$ cat config.mk
export PLATFORM = sky130hd
export DESIGN_NAME = rational_add_normalize_core
export DESIGN_NICKNAME = d
export VERILOG_FILES = /design/src/hdl/ran_pkg.sv /design/src/hdl/rational_add_normalize_core.sv /design/src/hdl/ran_divu.sv
export SDC_FILE = /design/constraint.sdc
export NUM_CORES = 2
export LEC_CHECK = 0
export BUFFER_PORTS_ARGS = -buffer_cell sky130_fd_sc_hd__buf_2
export CAP_MARGIN = 20
export CORE_ASPECT_RATIO = 2
export CORE_MARGIN = 2
export CORE_UTILIZATION = 40
export CTS_BUF_LIST = sky130_fd_sc_hd__clkbuf_4 sky130_fd_sc_hd__clkbuf_8
export DETAILED_ROUTE_END_ITERATION = 12
export SYNTH_ARGS = -nofsm -noshare
export SYNTH_HDL_FRONTEND = slang
export SYNTH_SLANG_ARGS = --single-unit
$ cat constraint.sdc
create_clock -name clk -period 19.6 [get_ports clk]
set_clock_uncertainty 0.05 [all_clocks]
set_input_delay 0.98 -clock clk [delete_from_list [all_inputs] [get_ports clk]]
set_output_delay 0.98 -clock clk [all_outputs]
set_load 0.005 [all_outputs]
$ cat src/hdl/ran_pkg.sv
// ---------------------------------------------------------------------------
// ran_pkg: shared types and constants for the rational adder
// Holds the field widths, the default word width and the field maximum.
// ---------------------------------------------------------------------------
package ran_pkg;

	localparam int NUM_BITS = 32;
	localparam int DEN_BITS = 31;
	localparam int WORD_BITS_DEF = 32;
	localparam logic [30:0] FIELD_MAX = 31'h7FFF_FFFF;

endpackage

$ cat src/hdl/rational_add_normalize_core.sv
// ---------------------------------------------------------------------------
// rational_add_normalize_core: fraction adder with reduction to lowest terms
// Adds a_num/a_den and b_num/b_den and reduces the sum by its gcd.
// ---------------------------------------------------------------------------
// Usage: drive the four operand ports and pulse start while busy is low; the
// beat is taken at that edge and busy rises. When the work ends, done is high
// for exactly one cycle with sum_num, sum_den and overflow; busy falls in the
// same cycle, so a new beat may start on the edge that ends it. The receiver
// cannot stall; sum_num, sum_den and overflow stay until the next done cycle.
// Each Euclid step and each of the five quotients runs on the one shared
// divider, and the three products on the one shared multiplier. Two Euclid
// loops run (each up to about 1.5*WORD_BITS steps), so the time per item is
// data dependent; the Euclid loops set it. A new beat is taken only once busy
// has fallen with done. A bad input goes from the check state straight to the
// output state.
// Reset: arst_n clears the sequencer; no result is pending after reset.
// Overflow: on a bad input (a zero denominator or a field beyond the word) or
// an intermediate outside the signed word, overflow is 1, sum_num and sum_den 0.
// ---------------------------------------------------------------------------
module rational_add_normalize_core
	import ran_pkg::*;
#(
	parameter int WORD_BITS = WORD_BITS_DEF
) (
	input  logic                clk,
	input  logic                arst_n,
	input  logic                start,
	output logic                busy,
	input  logic signed [31:0]  a_num,
	input  logic [30:0]         a_den,
	input  logic signed [31:0]  b_num,
	input  logic [30:0]         b_den,
	output logic                done,
	output logic signed [31:0]  sum_num,
	output logic [30:0]         sum_den,
	output logic                overflow
);

	localparam int W = WORD_BITS;
	localparam int PW = 2 * W + 2;
	localparam logic [W-1:0] WMAX = {1'b0, {(W-1){1'b1}}};

	typedef enum logic [3:0] {
		ST_IDLE, ST_CHK, ST_G1, ST_Q, ST_LCM, ST_SA, ST_SB, ST_MA, ST_MB,
		ST_ADD, ST_G2, ST_RN, ST_RD, ST_OUT
	} state_t;

	state_t        state_q;
	logic [W-1:0]  ga_q, gb_q;
	logic [W-1:0]  da_q, db_q, lcm_q, sa_q, sb_q, smag_q, rn_q;
	logic signed [W:0] na_q, nb_q;
	logic signed [W+1:0] pa_q, pb_q;
	logic          ssgn_q, ovf_q, wait_q;
	logic          dgo;
	logic [W-1:0]  dvd, dvs, quot, rem;
	logic          ddone;
	logic [PW-1:0] prod;
	logic [PW-1:0] mul_a;
	logic [W-1:0]  mul_b;
	logic signed [W+2:0] ssum;
	logic          in_bad;
	logic signed [63:0] wide_a, wide_b;

	ran_divu #(.W(W)) u_div (
		.clk(clk), .arst_n(arst_n), .go(dgo), .dividend(dvd), .divisor(dvs),
		.done(ddone), .quot(quot), .rem(rem)
	);

	// Range check of the inputs against the word.
	assign wide_a = 64'(signed'(a_num));
	assign wide_b = 64'(signed'(b_num));
	always_comb begin
		in_bad = 1'b0;
		if (W < 32) begin
			if (wide_a > 64'(signed'({1'b0, WMAX})) ||
			    wide_a < -64'(signed'({1'b0, WMAX})) - 64'sd1 ||
			    wide_b > 64'(signed'({1'b0, WMAX})) ||
			    wide_b < -64'(signed'({1'b0, WMAX})) - 64'sd1 ||
			    64'(a_den) > 64'(WMAX) || 64'(b_den) > 64'(WMAX))
				in_bad = 1'b1;
		end
		if (a_den == '0 || b_den == '0)
			in_bad = 1'b1;
	end

	// One shared multiplier: magnitude times unsigned factor.
	always_comb begin
		mul_a = PW'(lcm_q);
		mul_b = sa_q;
		unique case (state_q)
			ST_LCM:  begin mul_a = PW'(sa_q); mul_b = db_q; end
			ST_MA:   begin mul_a = PW'(na_q < 0 ? -na_q : na_q); mul_b = sa_q; end
			ST_MB:   begin mul_a = PW'(nb_q < 0 ? -nb_q : nb_q); mul_b = sb_q; end
			default: begin mul_a = PW'(lcm_q); mul_b = sa_q; end
		endcase
	end
	assign prod = PW'(mul_a * PW'(mul_b));
	assign ssum = (W+3)'(pa_q) + (W+3)'(pb_q);

	// Divider operand selection per state.
	always_comb begin
		dvd = ga_q;
		dvs = gb_q;
		unique case (state_q)
			ST_Q:    begin dvd = da_q;   dvs = ga_q; end
			ST_SA:   begin dvd = lcm_q;  dvs = da_q; end
			ST_SB:   begin dvd = lcm_q;  dvs = db_q; end
			ST_RN:   begin dvd = smag_q; dvs = ga_q; end
			ST_RD:   begin dvd = lcm_q;  dvs = ga_q; end
			default: begin dvd = ga_q;   dvs = gb_q; end
		endcase
	end

	assign busy = (state_q != ST_IDLE);

	// Sequencer: state and registered results.
	always_ff @(posedge clk or negedge arst_n) begin
		if (!arst_n) begin
			state_q  <= ST_IDLE;
			wait_q   <= 1'b0;
			dgo      <= 1'b0;
			done     <= 1'b0;
			overflow <= 1'b0;
			sum_num  <= '0;
			sum_den  <= '0;
		end else begin
			dgo  <= 1'b0;
			done <= 1'b0;
			unique case (state_q)
				ST_IDLE: begin
					if (start) begin
						na_q    <= (W+1)'(signed'(a_num));
						nb_q    <= (W+1)'(signed'(b_num));
						da_q    <= W'(a_den);
						db_q    <= W'(b_den);
						ga_q    <= W'(a_den);
						gb_q    <= W'(b_den);
						ovf_q   <= in_bad;
						wait_q  <= 1'b0;
						state_q <= ST_CHK;
					end
				end
				ST_CHK: begin
					state_q <= ovf_q ? ST_OUT : ST_G1;
				end
				ST_G1, ST_G2: begin
					// Euclid step: (a, b) <- (b, a mod b) until b is zero.
					if (!wait_q) begin
						if (gb_q == '0) begin
							state_q <= (state_q == ST_G1) ? ST_Q : ST_RN;
							dgo     <= 1'b1;
							wait_q  <= 1'b1;
						end else begin
							dgo    <= 1'b1;
							wait_q <= 1'b1;
						end
					end else if (ddone) begin
						ga_q   <= gb_q;
						gb_q   <= rem;
						wait_q <= 1'b0;
					end
				end
				ST_Q: begin
					if (ddone) begin
						sa_q    <= quot;
						wait_q  <= 1'b0;
						state_q <= ST_LCM;
					end
				end
				ST_LCM: begin
					if (prod > PW'(WMAX))
						ovf_q <= 1'b1;
					lcm_q   <= prod[W-1:0];
					state_q <= (prod > PW'(WMAX)) ? ST_OUT : ST_SA;
					dgo     <= !(prod > PW'(WMAX));
					wait_q  <= 1'b1;
				end
				ST_SA: begin
					if (ddone) begin
						sa_q    <= quot;
						state_q <= ST_SB;
						dgo     <= 1'b1;
					end
				end
				ST_SB: begin
					if (ddone) begin
						sb_q    <= quot;
						wait_q  <= 1'b0;
						state_q <= ST_MA;
					end
				end
				ST_MA, ST_MB: begin
					// Magnitude limit: WMAX, or WMAX+1 for a negative operand.
					if (prod > PW'(WMAX) + PW'((state_q == ST_MA) ? na_q < 0 : nb_q < 0))
						ovf_q <= 1'b1;
					if (state_q == ST_MA) begin
						pa_q    <= (na_q < 0) ? -(W+2)'(prod[W:0]) : (W+2)'(prod[W:0]);
						state_q <= ST_MB;
					end else begin
						pb_q    <= (nb_q < 0) ? -(W+2)'(prod[W:0]) : (W+2)'(prod[W:0]);
						state_q <= ST_ADD;
					end
				end
				ST_ADD: begin
					// Sum must lie strictly inside the word (most negative excluded).
					if (ovf_q || ssum > (W+3)'(signed'({1'b0, WMAX})) ||
					    ssum < -(W+3)'(signed'({1'b0, WMAX}))) begin
						ovf_q   <= 1'b1;
						state_q <= ST_OUT;
					end else begin
						ssgn_q  <= ssum < 0;
						smag_q  <= (ssum < 0) ? W'(-ssum) : W'(ssum);
						ga_q    <= (ssum < 0) ? W'(-ssum) : W'(ssum);
						gb_q    <= lcm_q;
						wait_q  <= 1'b0;
						state_q <= ST_G2;
					end
				end
				ST_RN: begin
					if (ddone) begin
						rn_q    <= quot;
						dgo     <= 1'b1;
						state_q <= ST_RD;
					end
				end
				ST_RD: begin
					if (ddone) begin
						wait_q  <= 1'b0;
						state_q <= ST_OUT;
						if (smag_q == '0) begin
							rn_q <= '0;
							ga_q <= W'(1);
						end else begin
							ga_q <= quot;
							if (64'(rn_q) > 64'(FIELD_MAX) || 64'(quot) > 64'(FIELD_MAX))
								ovf_q <= 1'b1;
						end
					end
				end
				ST_OUT: begin
					done     <= 1'b1;
					overflow <= ovf_q;
					sum_num  <= ovf_q ? '0 :
					            (ssgn_q ? -32'(rn_q) : 32'(rn_q));
					sum_den  <= ovf_q ? '0 : 31'(ga_q);
					state_q  <= ST_IDLE;
				end
				default: state_q <= ST_IDLE;
			endcase
		end
	end

	// A result strobe follows the output state exactly.
	a_done_from_out: assert property (@(posedge clk) disable iff (!arst_n)
		done |-> $past(state_q == ST_OUT)) else $error("done without output state");
	// No beat is taken while work is pending.
	a_no_start_busy: assert property (@(posedge clk) disable iff (!arst_n)
		(state_q != ST_IDLE) |=> (state_q != ST_CHK)) else $error("beat taken while busy");
	// An overflow result carries zero fields.
	a_ovf_zero: assert property (@(posedge clk) disable iff (!arst_n)
		(done && overflow) |-> (sum_num == '0 && sum_den == '0))
		else $error("overflow result not zeroed");
	// A good result never has a zero denominator.
	a_den_nonzero: assert property (@(posedge clk) disable iff (!arst_n)
		(done && !overflow) |-> (sum_den != '0)) else $error("zero denominator");

endmodule

$ cat src/hdl/ran_divu.sv
// ---------------------------------------------------------------------------
// ran_divu: shared restoring divider
// Unsigned division, one quotient bit per cycle.
// ---------------------------------------------------------------------------
module ran_divu
	import ran_pkg::*;
#(
	parameter int W = WORD_BITS_DEF
) (
	input  logic         clk,
	input  logic         arst_n,
	input  logic         go,
	input  logic [W-1:0] dividend,
	input  logic [W-1:0] divisor,
	output logic         done,
	output logic [W-1:0] quot,
	output logic [W-1:0] rem
);

	localparam int CW = $clog2(W + 1);

	logic [W-1:0]  d_q;
	logic [W-1:0]  qt_q;
	logic [W:0]    r_q;
	logic [CW-1:0] cnt_q;
	logic          run_q;
	logic [W:0]    shifted;
	logic [W:0]    diff;

	// Shift one dividend bit into the partial remainder and try a subtract.
	assign shifted = {r_q[W-1:0], qt_q[W-1]};
	assign diff    = shifted - {1'b0, d_q};

	always_ff @(posedge clk or negedge arst_n) begin
		if (!arst_n) begin
			run_q <= 1'b0;
			done  <= 1'b0;
			cnt_q <= '0;
		end else begin
			done <= 1'b0;
			if (go) begin
				run_q <= 1'b1;
				cnt_q <= CW'(W);
				d_q   <= divisor;
				qt_q  <= dividend;
				r_q   <= '0;
			end else if (run_q) begin
				if (diff[W]) begin
					r_q  <= shifted;
					qt_q <= {qt_q[W-2:0], 1'b0};
				end else begin
					r_q  <= diff;
					qt_q <= {qt_q[W-2:0], 1'b1};
				end
				cnt_q <= cnt_q - 1'b1;
				if (cnt_q == CW'(1)) begin
					run_q <= 1'b0;
					done  <= 1'b1;
				end
			end
		end
	end

	assign quot = qt_q;
	assign rem  = r_q[W-1:0];

endmodule

==> results.json <==
{
  "relSlewSlack_pct": -2.73,
  "clkLatencyLatePin_ps": 780,
  "synth.top_cell.area_share_pct": 36.9,
  "timing.hold.ws_ps": 34.0,
  "synth-xor-area-share_pct": 3.24,
  "synth_top_family_by_area": "adder cells",
  "h-tree-depth": 3,
  "firstDrtPassIters": 9,
  "cts_tree": "built",
  "violations": "slew limit",
  "dp_hpwl_mm": 273,
  "hold_viol": 0,
  "cp-start-kind": "flip-flop",
  "endpoint_kind": "flip-flop",
  "port_buffers": 194,
  "finalCriticalPeriod_ps": 13760,
  "clk_pin_slew_worst_paths_ps": 80,
  "die_w_um": 315,
  "yosys.area_share.simple_pct": 13.5,
  "worstSetupPathType": "reg -> reg",
  "synth.area.top_cells": "fa_1 37%, edfxtp_1 20%, inv_1 7.5%, nand2_1 5.1%, ha_1 4.3%",
  "ctsHoldBuffers": 0,
  "critPathLaunch": "nb_q[9]$_DFFE_PP_",
  "grt_max_degree": 87,
  "maxUsedRoutingLayer": "met5",
  "cts.repair.resized": 0,
  "dieArea_mm2": 0.197,
  "clock_sinks": 595,
  "drc": 0,
  "synth_fa_ha_area_share_pct": 41.2,
  "num_rows": 228,
  "syn_avg_cell_area_um2": 9.64,
  "grt-ovfl-total": 0,
  "setup_tns_ps": 0,
  "post_cts_buffers": 0,
  "wl_met2_mm": 177,
  "ys_seq_area_share_pct": 22.5,
  "cp_max_fo": 15,
  "synth_area_leader_cell": "fa_1",
  "yosysWarnings": 0,
  "antenna_left": 0,
  "grt_pass1_vias": 68300,
  "core_area_mm2": 0.193,
  "die_y_um": 626,
  "max_stage_delay_ps": 1000,
  "gp_congestion": 1.04,
  "maxCapViolations": 0,
  "grt_pass1_wl_mm": 499,
  "synth_compound_area_share_pct": 9.78,
  "vias": 65000,
  "synth_ff_type": "edfxtp_1",
  "wl_per_cell_um": 31.4,
  "met3_length_mm": 32.4,
  "avgViaCountPerCell": 5.74,
  "antenna_found_initial": 54,
  "routedLengthMet1_mm": 93.0,
  "fin_crit_sh_pct": 70.2,
  "max_freq_ghz": 0.0727,
  "synthMuxAreaShare_pct": 0.344,
  "drive_gt1_share_pct": 7.36,
  "synth_edf_count": 516,
  "cp.required_ps": 20010,
  "worst_pin_slew_ps": 1540,
  "cp_common_cell": "fa_1",
  "ctsRootBufferMaster": "clkbuf_8",
  "ioPinCount": 195,
  "slew_viol_final": 1,
  "rsz0062_at_grt": "false",
  "dr.first_iter.drc_count": 6197,
  "numCtsBuffers": 81,
  "routed_wl_mm": 355,
  "cts_buffer_depth": 3,
  "hp-class": "in -> async",
  "ys_ff_latch": 595,
  "r2r_start": "nb_q[9]$_DFFE_PP_",
  "grt_use_total_pct": 36.9,
  "netlist_instances": 8040,
  "start_util_pct": 40.2,
  "area_delta_synth_final_pct": 11.5,
  "slowest_stage": "fa_1",
  "async_flop_share_pct": 13.3,
  "setup_viol": 0,
  "synth_area_mm2": 0.0775,
  "status": "finished, violations left",
  "critPathArrivalTime_ps": 14180,
  "nets": 10500,
  "synth_cell_types": 100
}
==> worst paths after layout <==
kind	slack, ps	cells past startpoint	endpoint
worst max-delay path	5840	38	ovf_q$_SDFFCE_PP1P_
worst min-delay path	30	1	state_q[0]$_DFFE_PN0P_
worst max register to register	5840	38	ovf_q$_SDFFCE_PP1P_
worst min register to register	430	2	sum_num[6]$_DFFE_PN0P_
max in group asynchronous	17480	4	sum_den[16]$_DFFE_PN0P_
min in group clk	320	1	na_q[11]$_DFFE_PP_
==> cells in the final DEF, fill, tap and decap left out, types with 19 or more instances in the layout <==
cell,n
inv_1,1544
fa_1,1430
nand2_1,1054
nor2_1,775
conb_1,560
edfxtp_1,516
ha_1,265
a21oi_1,221
o21ai_0,199
buf_2,197
xnor2_1,193
buf_4,153
and2_1,91
clkbuf_8,91
xor2_1,85
a22oi_1,84
dfrtp_1,77
a222oi_1,71
nand3_1,67
a31oi_1,60
a211oi_1,59
a21o_1,58
nor3_1,54
o31ai_1,50
nand4_1,49
nand2b_1,49
o21a_1,45
nor4_1,45
diode_2,41
o21ai_1,33
nor2b_1,32
or3_1,30
a221oi_1,27
o211ai_1,24
clkbuf_4,24
or4_1,22
mux2i_1,21
or2_2,19
o21bai_1,19
==> cells by family after synthesis <==
kind of cell             count (synthesis)
multiplexers                            26
buffers and inverters                 1920
other                                    2
AO/OA/AOI/OAI                         1112
adder cells (fa/ha/maj)               1695
XOR/XNOR                               287
flip-flops                             595
AND/OR/NAND/NOR                       2403
==> flip-flops by register name, indices dropped and copies added, names as in the netlist, 4 cells and up <==
name,flops
sb_q,32
pa_q,34
pb_q,34
sa_q,32
u_div.d_q,32
u_div.quot,32
u_div.r_q,32
da_q,31
db_q,31
gb_q,32
na_q,32
u_div.cnt_q,6
rn_q,32
state_q,4
lcm_q,32
sum_den,31
nb_q,32
ga_q,32
sum_num,32
smag_q,32
==> cell type report <==
type | instances | area, um2
inverter | 1546 | 5800
multi-input combinational | 6083 | 55200
timing repair buffer | 384 | 2870
clock inverter | 36 | 327
fill | 18800 | 106000
antenna | 41 | 103
clock buffer | 115 | 1430
tap | 2530 | 3170
sequential | 595 | 17500
==> cells in the mapped netlist, types with 10 or more instances <==
| library cell | instances |
|---|---|
| nor2b_1 | 33 |
| nand2_1 | 1060 |
| a21oi_1 | 223 |
| nor4_1 | 47 |
| nand4_1 | 49 |
| a222oi_1 | 71 |
| fa_1 | 1430 |
| buf_1 | 24 |
| a22oi_1 | 85 |
| nor2_1 | 786 |
| a21o_1 | 58 |
| a221oi_1 | 27 |
| o41ai_1 | 17 |
| o21a_1 | 45 |
| o21ai_1 | 34 |
| or4_1 | 22 |
| o211ai_1 | 24 |
| or2_2 | 19 |
| and2_1 | 93 |
| nand3_1 | 69 |
| or3_1 | 32 |
| a211o_1 | 13 |
| xor2_1 | 89 |
| a311oi_1 | 11 |
| o31a_1 | 10 |
| inv_1 | 1544 |
| ha_1 | 265 |
| mux2i_1 | 21 |
| edfxtp_1 | 516 |
| nand4b_1 | 10 |
| xnor2_1 | 198 |
| a31oi_1 | 62 |
| clkbuf_1 | 331 |
| a211oi_1 | 59 |
| and3_1 | 17 |
| o21ai_0 | 203 |
| o21bai_1 | 19 |
| buf_2 | 17 |
| dfrtp_1 | 79 |
| o22ai_1 | 10 |
| nor3_1 | 60 |
| o31ai_1 | 51 |
| nand2b_1 | 49 |
==> worst max-delay path: cells and delay by family (launching register included) <==
| kind | cells | cell delay (ps) |
|---|---|---|
| AOI/OAI and AO/OA | 11 | 3220 |
| xor gates and xnor gates | 2 | 300 |
| adders and majority gates | 9 | 5180 |
| buffers and inverters | 5 | 590 |
| DFF | 1 | 420 |
| and+or+nand+nor | 11 | 3670 |
==> per-layer routing <==
| metal | vias to the layer above | GRT usage, % |
|---|---|---|
| li1 | 26400 | - |
| met1 | 32800 | 30.4 |
| met2 | 3898 | 61.8 |
| met3 | 1851 | 13.9 |
| met4 | 40 | 43.6 |
| met5 | - | 0 |
==> metrics by stage <==
step	cell area [um2]	util (%)	cells	setup slack (ps)
global route	86300	44.8	11300	5610
detailed placement	83800	43.5	11100	6410
CTS	85600	44.4	11300	6320
finish	86400	44.9	11300	5840
global placement	83700	43.5	11100	6500
floorplan	79600	-	8598	8580
Power is left out: the tool's default activity adds up to more than one toggle a clock period on the data nets, which glitch-free logic cannot reach.
